## config.mk

```make
export PLATFORM = sky130hd
export DESIGN_NAME = tensor_index_mapper
export DESIGN_NICKNAME = d
export VERILOG_FILES = /design/src/hdl/tim_pkg.sv /design/src/hdl/tim_ctrl.sv /design/src/hdl/tim_dp.sv /design/src/hdl/tensor_index_mapper.sv
export SDC_FILE = /design/constraint.sdc
export NUM_CORES = 2
export LEC_CHECK = 0
export BUFFER_PORTS_ARGS = -buffer_cell sky130_fd_sc_hd__buf_2
export CAP_MARGIN = 25
export CORE_ASPECT_RATIO = 1.1
export CORE_UTILIZATION = 38
export DETAILED_ROUTE_END_ITERATION = 7
export GPL_TIMING_DRIVEN = 0
export PLACE_DENSITY = 0.59
export SYNTH_ARGS = -nofsm -noshare
export SYNTH_HDL_FRONTEND = slang
export SYNTH_SLANG_ARGS = --single-unit
```

## constraint.sdc

```tcl
create_clock -name clock -period 20.4 [get_ports clock]
set_input_delay 1.02 -clock clock [delete_from_list [all_inputs] [get_ports clock]]
set_output_delay 1.02 -clock clock [all_outputs]
set_load 0.005 [all_outputs]
```

## src/hdl/tim_pkg.sv

```systemverilog
`timescale 1ns / 1ps
package tim_pkg;
   localparam int MaxOrder = 7;
   localparam int FlatBits = 32;
   localparam int SizeBits = 16;
   localparam int OrderBits = 3;
   localparam int CsrIdxBits = 3;
   localparam int DimIdxBits = 3;
   localparam int CntBits = 6;

   localparam logic [CsrIdxBits-1:0] CsrOrder = 3'd0;
   localparam logic CmdCompose = 1'b0;

   typedef struct packed {
      logic load;        // capture request beat
      logic step_init;   // start work on dimension dim
      logic mul_step;    // one compose multiply-accumulate step
      logic div_step;    // one restoring divider bit
      logic div_done;    // store remainder of dimension dim
      logic [DimIdxBits-1:0] dim;
      logic tot_init;    // start total/stride recompute
      logic tot_step;    // one stride product
   } cmd_type;

   typedef struct packed {
      logic is_decomp;
      logic [DimIdxBits-1:0] order;
   } stat_type;
endpackage

```

## src/hdl/tim_ctrl.sv

```systemverilog
`timescale 1ns / 1ps
module tim_ctrl (
   input  logic clock,
   input  logic reset,
   input  logic req_tvalid,
   output logic req_tready,
   output logic rsp_tvalid,
   input  logic rsp_tready,
   input  logic csr_wr_en,
   input  tim_pkg::stat_type stat,
   output tim_pkg::cmd_type cmd
);
   typedef enum logic [2:0] {S_TOT, S_IDLE, S_INIT, S_MUL, S_DIV, S_NEXT, S_OUT} state_type;
   state_type state_ff;
   logic [tim_pkg::DimIdxBits-1:0] dim_ff;
   logic [tim_pkg::CntBits-1:0] cnt_ff;

   assign req_tready = (state_ff == S_IDLE) && !csr_wr_en;
   assign rsp_tvalid = (state_ff == S_OUT);

   always_comb begin
      cmd = '0;
      cmd.dim = dim_ff;
      cmd.load = req_tvalid && req_tready;
      cmd.tot_init = csr_wr_en;
      cmd.tot_step = (state_ff == S_TOT) && !csr_wr_en;
      cmd.step_init = (state_ff == S_INIT);
      cmd.mul_step = (state_ff == S_MUL);
      cmd.div_step = (state_ff == S_DIV);
      cmd.div_done = (state_ff == S_NEXT) && stat.is_decomp;
   end

   always_ff @(posedge clock) begin
      if (reset) begin
         state_ff <= S_TOT;
         dim_ff <= '0;
         cnt_ff <= '0;
      end else if (csr_wr_en) begin
         // Any register write restarts the stride sweep.
         state_ff <= S_TOT;
         dim_ff <= '0;
      end else begin
         case (state_ff)
            S_TOT: begin
               if (dim_ff == tim_pkg::DimIdxBits'(tim_pkg::MaxOrder - 1)) begin
                  state_ff <= S_IDLE;
                  dim_ff <= '0;
               end else begin
                  dim_ff <= dim_ff + 1'b1;
               end
            end
            S_IDLE: if (req_tvalid) begin
               state_ff <= S_INIT;
               dim_ff <= '0;
            end
            S_INIT: begin
               cnt_ff <= '0;
               state_ff <= stat.is_decomp ? S_DIV : S_MUL;
            end
            S_MUL: state_ff <= S_NEXT;
            S_DIV: begin
               if (cnt_ff == tim_pkg::CntBits'(tim_pkg::FlatBits - 1)) state_ff <= S_NEXT;
               cnt_ff <= cnt_ff + 1'b1;
            end
            S_NEXT: begin
               if (dim_ff == stat.order - 1'b1) begin
                  state_ff <= S_OUT;
               end else begin
                  dim_ff <= dim_ff + 1'b1;
                  state_ff <= S_INIT;
               end
            end
            S_OUT: if (rsp_tready) state_ff <= S_IDLE;
            default: state_ff <= S_IDLE;
         endcase
      end
   end

   a_out_hold: assert property (@(posedge clock) disable iff (reset)
      rsp_tvalid && !rsp_tready && !csr_wr_en |=> rsp_tvalid)
      else $error("result dropped while stalled");
   a_excl: assert property (@(posedge clock) disable iff (reset)
      !(req_tready && rsp_tvalid))
      else $error("accepting while result pending");
   a_dim: assert property (@(posedge clock) disable iff (reset)
      (state_ff == S_MUL || state_ff == S_DIV) |-> dim_ff < stat.order)
      else $error("dimension beyond order");
endmodule

```

## src/hdl/tim_dp.sv

```systemverilog
`timescale 1ns / 1ps
module tim_dp (
   input  logic clock,
   input  logic csr_wr_en,
   input  logic [tim_pkg::CsrIdxBits-1:0] csr_addr,
   input  logic [tim_pkg::SizeBits-1:0] csr_wdata,
   input  logic [tim_pkg::SizeBits*tim_pkg::MaxOrder+tim_pkg::FlatBits:0] req_fields,
   input  tim_pkg::cmd_type cmd,
   input  logic reset,
   output tim_pkg::stat_type stat,
   output logic [tim_pkg::FlatBits-1:0] flat_out,
   output logic [tim_pkg::SizeBits-1:0] sub_out [tim_pkg::MaxOrder],
   output logic range_error,
   output logic [tim_pkg::FlatBits-1:0] total_size
);
   localparam int FB = tim_pkg::FlatBits;
   localparam int SB = tim_pkg::SizeBits;
   localparam int MO = tim_pkg::MaxOrder;
   localparam int DimIdxBitsL = tim_pkg::DimIdxBits;

   logic [tim_pkg::OrderBits-1:0] order_ff;
   logic [SB-1:0] size_ff [MO];
   logic [FB-1:0] stride_ff [MO];
   logic [FB-1:0] prod_ff;
   logic over_ff, tot_over_ff;
   logic [FB-1:0] total_ff;
   logic [FB-1:0] prod_in;
   logic [FB+SB-1:0] prod_wide;
   logic [FB+SB-1:0] mul_wide;

   logic cmd_ff;
   logic [FB-1:0] flat_ff, quo_ff, acc_ff, mul_ff;
   logic [SB-1:0] rem_ff;
   logic [SB-1:0] sub_ff [MO];
   logic [SB-1:0] res_ff [MO];
   logic err_ff;
   logic [SB-1:0] cur_size, cur_sub;
   logic [DimIdxBitsL-1:0] ord_use;
   logic [SB:0] part_in;

   always_comb begin
      ord_use = order_ff;
      if (order_ff == '0) ord_use = DimIdxBitsL'(1);
      cur_size = (size_ff[cmd.dim] == '0) ? SB'(1) : size_ff[cmd.dim];
      cur_sub = sub_ff[cmd.dim];
      prod_wide = prod_ff * cur_size;
      prod_in = prod_wide[FB-1:0];
      mul_wide = stride_ff[cmd.dim] * cur_sub;
      part_in = {rem_ff, quo_ff[FB-1]} ;
   end
   assign stat.is_decomp = cmd_ff;
   assign stat.order = ord_use;

   // Restoring divider: partial remainder sits in rem_ff, dividend shifts out of quo_ff.
   logic [SB:0] trial;
   assign trial = part_in - {1'b0, cur_size};

   always_ff @(posedge clock) begin
      if (reset) begin
         order_ff <= tim_pkg::OrderBits'(1);
         for (int k = 0; k < MO; k++) size_ff[k] <= SB'(1);
      end else if (csr_wr_en) begin
         if (csr_addr == tim_pkg::CsrOrder) order_ff <= csr_wdata[tim_pkg::OrderBits-1:0];
         else size_ff[csr_addr - 1'b1] <= csr_wdata;
      end
   end

   always_ff @(posedge clock) begin
      if (reset || cmd.tot_init) begin
         prod_ff <= FB'(1);
         over_ff <= 1'b0;
         tot_over_ff <= 1'b0;
         total_ff <= FB'(1);
      end else if (cmd.tot_step) begin
         stride_ff[cmd.dim] <= prod_ff;
         prod_ff <= prod_in;
         if (cmd.dim < ord_use) begin
            if (prod_wide[FB+SB-1:FB] != '0) over_ff <= 1'b1;
         end
         if (cmd.dim == ord_use - 1'b1) begin
            total_ff <= prod_in;
            tot_over_ff <= over_ff || (prod_wide[FB+SB-1:FB] != '0);
         end
      end
   end

   always_ff @(posedge clock) begin
      if (cmd.load) begin
         cmd_ff <= req_fields[0];
         flat_ff <= req_fields[FB:1];
         for (int k = 0; k < MO; k++) begin
            sub_ff[k] <= req_fields[FB+1+SB*k +: SB];
            res_ff[k] <= '0;
         end
         acc_ff <= '0;
         rem_ff <= '0;
         quo_ff <= req_fields[FB:1];
         err_ff <= tot_over_ff
            || (req_fields[0] != tim_pkg::CmdCompose && req_fields[FB:1] >= total_ff);
      end else begin
         if (cmd.step_init) begin
            rem_ff <= '0;
            mul_ff <= mul_wide[FB-1:0];
            if (!cmd_ff && cur_sub >= cur_size) err_ff <= 1'b1;
         end
         if (cmd.mul_step) acc_ff <= acc_ff + mul_ff;
         if (cmd.div_step) begin
            if (!trial[SB]) begin
               rem_ff <= trial[SB-1:0];
               quo_ff <= {quo_ff[FB-2:0], 1'b1};
            end else begin
               rem_ff <= part_in[SB-1:0];
               quo_ff <= {quo_ff[FB-2:0], 1'b0};
            end
         end
         if (cmd.div_done) res_ff[cmd.dim] <= rem_ff;
      end
   end

   assign flat_out = cmd_ff ? flat_ff : acc_ff;
   assign range_error = err_ff;
   assign total_size = total_ff;
   always_comb for (int k = 0; k < MO; k++) sub_out[k] = res_ff[k];
endmodule

```

## src/hdl/tensor_index_mapper.sv

```systemverilog
`timescale 1ns / 1ps
// Channel   Direction  Contents
// req       in         tuser: cmd; tdata: flat_in, sub_in0..sub_in6
// rsp       out        tuser: range_error; tdata: flat_out, sub_out0..6, total_size
// csr       in         write enable, register index, 16-bit data
// Compose steps through INIT, MUL and NEXT per used dimension; decompose steps through INIT,
// DIV for each bit of the one-bit-a-cycle restoring divider and NEXT, plus IDLE and OUT at entry and exit.
// After reset and after every register write a stride sweep over all seven dimensions runs, with req held off.
// Reset is synchronous and active high; one item is in flight at a time.
// A stalled result is held in place until rsp_tready, unless a register write restarts the stride sweep.
module tensor_index_mapper (
   input  logic clock,
   input  logic reset,
   input  logic req_tvalid,
   output logic req_tready,
   // cmd[0]
   input  logic req_tuser,
   // flat_in[31:0], sub_in0..6 [47:32] .. [143:128]
   input  logic [143:0] req_tdata,
   output logic rsp_tvalid,
   input  logic rsp_tready,
   // range_error[0]
   output logic rsp_tuser,
   // flat_out[31:0], sub_out0..6 [47:32] .. [143:128], total_size[175:144]
   output logic [175:0] rsp_tdata,
   input  logic csr_wr_en,
   input  logic [2:0] csr_addr,
   input  logic [15:0] csr_wdata
);
   tim_pkg::cmd_type cmd;
   tim_pkg::stat_type stat;
   logic [31:0] flat_out, total_size;
   logic [15:0] sub_out [7];
   logic range_error;

   tim_ctrl u_ctrl (
      .clock(clock), .reset(reset), .req_tvalid(req_tvalid), .req_tready(req_tready),
      .rsp_tvalid(rsp_tvalid), .rsp_tready(rsp_tready), .csr_wr_en(csr_wr_en),
      .stat(stat), .cmd(cmd)
   );

   tim_dp u_dp (
      .clock(clock), .csr_wr_en(csr_wr_en), .csr_addr(csr_addr), .csr_wdata(csr_wdata),
      .req_fields({req_tdata, req_tuser}), .cmd(cmd), .reset(reset), .stat(stat),
      .flat_out(flat_out), .sub_out(sub_out), .range_error(range_error),
      .total_size(total_size)
   );

   assign rsp_tuser = range_error;
   assign rsp_tdata = {total_size, sub_out[6], sub_out[5], sub_out[4],
                       sub_out[3], sub_out[2], sub_out[1], sub_out[0], flat_out};
endmodule
```

==> metrics.md <==
| Metric | Value |
|---|---|
| Status | `finished clean` |
| Chip Width | `385.5 um` |
| Final WL | `196.3 mm` |
| Hold path depth | `1` |
| Number of distinct library cells after synthesis | `85` |
| Hpwl dp | `155.4 mm` |
| Finished Core Util | `43.23%` |
| Most common cell on crit path | `fa_1` |
| CP top delay family | `adder cells` |
| Number of enable flip-flop cells after synthesis | `642` |
| Routed vias | `around 43000` |
| Endpoints failing setup | `0` |
| Hold path start | `req_tdata[48]` |
| Inst Count DP | `8159` |
| Reg-to-reg slack, setup | `9.39 ns` |
| FF-to-FF path depth | `31` |
| Worst-margin pin slew | `1.121 ns` |
| Min-Delay Path Class | `in2reg` |
| Critical path depth | `31` |
| # resized after CTS | `0` |
| Critical path buffer and inverter count | `10` |
| Worst Clk Skew | `a little under 0.06 ns` |
| CTS clk-pin slew, worst paths | `0.06 ns` |
| H-tree lvl count | `3` |
| Register area share after synthesis | `36.69%` |
| Clock Root Buffer | `clkbuf_16` |
| Largest net degree at the start of global routing | `75` |
| CTS tree | `done` |
| # Max-Cap Violations | `0` |
| Vias in the first global route | `between 40000 and 50000` |
| Synth-to-Final Area Change | `12.71%` |
| Min cycle time layout | `11.01 ns` |
| Mapped Area | `0.06149 sq mm` |
| Startpoint Class | `flip-flop` |
| Critical path arrival | `11.56 ns` |
| Hold WS | `0.4511 ns` |
| Async SR Flop Fraction | `0%` |
| CP Capture Type | `flip-flop` |
| Final-report hold violation count | `0` |
| Syn avg cell area | `10.84 sq um` |
| Crit-path max FO | `10` |
| CORE AREA | `around 0.16 sq mm` |
| Synthesis Warnings | `0` |
| Met1 wire length | `80.50 mm` |
| Cell count after synthesis | `5674` |
| P per Cell Area | `169.9 mW/mm^2` |
| Leak pwr | `28.48 nW` |
| Total CTS buffers | `86` |
| Non-Filler Instances | `8326` |
| CP peak stage delay | `0.81 ns` |
| Placer congestion estimate | `between 0.9 and 1` |
| Die footprint | `0.1634 sq mm` |
| Pins Over Slew Limit | `0` |
| Grt ovf | `0` |
| 1st-pass router iterations | `6` |
| Setup TNS | `0 ns` |
| Fmax | `90.85 MHz` |
| Port Buf Inserts | `around 350` |
| ANT nets after route | `0` |
| Clk sink count | `approximately 800` |
| Total power after layout | `11.77 mW` |
| Avg WL per Cell | `23.58 um` |
| #FFs+latches synth | `around 810` |
| Tcrit/Tclk final | `53.95%` |
| Layout cells sized above 1 | `approximately 12%` |
| Metal3 WL | `16.03 mm` |
| Post-synth top flop | `edfxtp_1` |
| Clock latency on the worst-skew pair | `0.74 ns` |
| Number of I/O pins | `348` |
| Required time worst endpoint | `20.95 ns` |
| Gr usage total | `24.23%` |
| # hold bufs at CTS | `0` |
| DRT iter0 DRCs | `approximately 3300` |
| Vias per inst | `5.198` |
| Syn_nets | `6856` |
| Peak VDD IR | `approximately 0.2 mV` |
| Antenna violations before repair | `11` |
| Die height | `423.9 um` |
| Most frequent cells in the layout | `nand2_1, inv_1, fa_1` |
| Final #Nets | `roughly 7300` |
| RSZ-0062 raised after global routing | `no` |
| Slew Limit Headroom | `25.28%` |
| Met2 Wirelength | `92.26 mm` |
| Standard-cell rows | `roughly 150` |
| Commonest non-fill, non-tap cell in the layout | `nand2_1` |
| First-pass GRT wire length | `about 290 mm` |
| Worst setup path category | `reg2reg` |
| Residual DRC | `0` |
| # Post-CTS Setup Buffers | `0` |
| Slowest CP cell | `clkbuf_1` |
| Top layer in use | `met4` |
| Initial Util | `38.35%` |
| CTS max path bufs | `3` |
[state kept, by name, summed over array words and instances (netlist names), 3 cells and up, named ones only]
name	count
u_dp.acc_ff	32
u_dp.stride_ff	224
u_dp.rem_ff	16
u_dp.prod_ff	32
u_dp.quo_ff	32
u_dp.flat_ff	32
u_dp.res_ff	112
u_ctrl.state_ff	3
u_dp.sub_ff	112
u_dp.order_ff	3
u_dp.size_ff	128
u_ctrl.dim_ff	3
u_dp.mul_ff	32
u_dp.total_size	32
u_ctrl.cnt_ff	6
[layout make-up]
type / count / area, sq um
timing repair buffer: 380 / 2190
clock buffer: 126 / 2469
multi-input combinational: 3796 / 34870
fill: 15290 / 91010
antenna: 5 / 12.51
tap: 2106 / 2635
clock inverter: 35 / 417.9
sequential: 806 / 22560
buffer: 258 / 1097
inverter: 814 / 3055
[report_power, final]
part / internal, mW / switching (mW) / total (mW)
sequential: 2.09 / 0.132 / 2.23
combinational: 3.24 / 4.73 / 7.97
clock: 0.882 / 0.692 / 1.57
[path summary, 6_finish.rpt]
| path | to |
|---|---|
| setup / recovery | u_dp.tot_over_ff |
| setup reg to reg | u_dp.tot_over_ff |
| hold reg to reg | u_dp.res_ff[6][7] |
| hold / removal | u_dp.sub_ff[1][0] |
[cell usage after synthesis (14+ instances only)]
cell        n  area [sq um]
mux4_2     80          1802
nor3_1     29         145.1
buf_2      31         155.2
or3_1      19         118.9
dfxtp_1   164          3283
o21bai_1   14         105.1
a21oi_1   219          1096
xor2_1     41         359.1
nand3_1    38         190.2
fa_1      724         14490
nor2b_1   212          1326
ha_1      289          3616
mux2_2     85         957.2
o21ai_0   126         630.6
and2_1    219          1370
nand4_1    15         93.84
nand2b_1   55         344.1
o21a_1     16         120.1
and3_1     17         106.4
a211oi_1   26         195.2
nand2_1   941          3532
inv_1     808          3033
a21o_1     60         450.4
xnor2_1    98         858.3
clkbuf_1  202         758.2
mux2i_1    78         780.8
nor2_1    265         994.7
edfxtp_1  642         19280
[cells by family after synthesis]
group                      synth area share [%]
DFF                                       36.69
xor gates and xnor gates                  2.025
buffers and inverters                     6.744
adders and majority gates                 29.45
AOI/OAI and AO/OA                         5.470
muxes                                     5.846
and+or+nand+nor                           13.77
[stage by stage]
stage	setup WS, ns	cell area, sq um
global route	9.112	69300
global placement	8.841	65850
floorplan	12.54	61490
detailed placement	9.127	66400
finish	9.393	69310
CTS	9.084	69290
[layer usage]
layer / vias up / GRT usage [%]
met4: 0 / 9.150
met1: 22010 / 31.49
li1: 19280 / -
met2: 1662 / 39.58
met3: 326 / 5.070
met5: - / 0
Note: power is estimated with default switching activity, not from simulation.
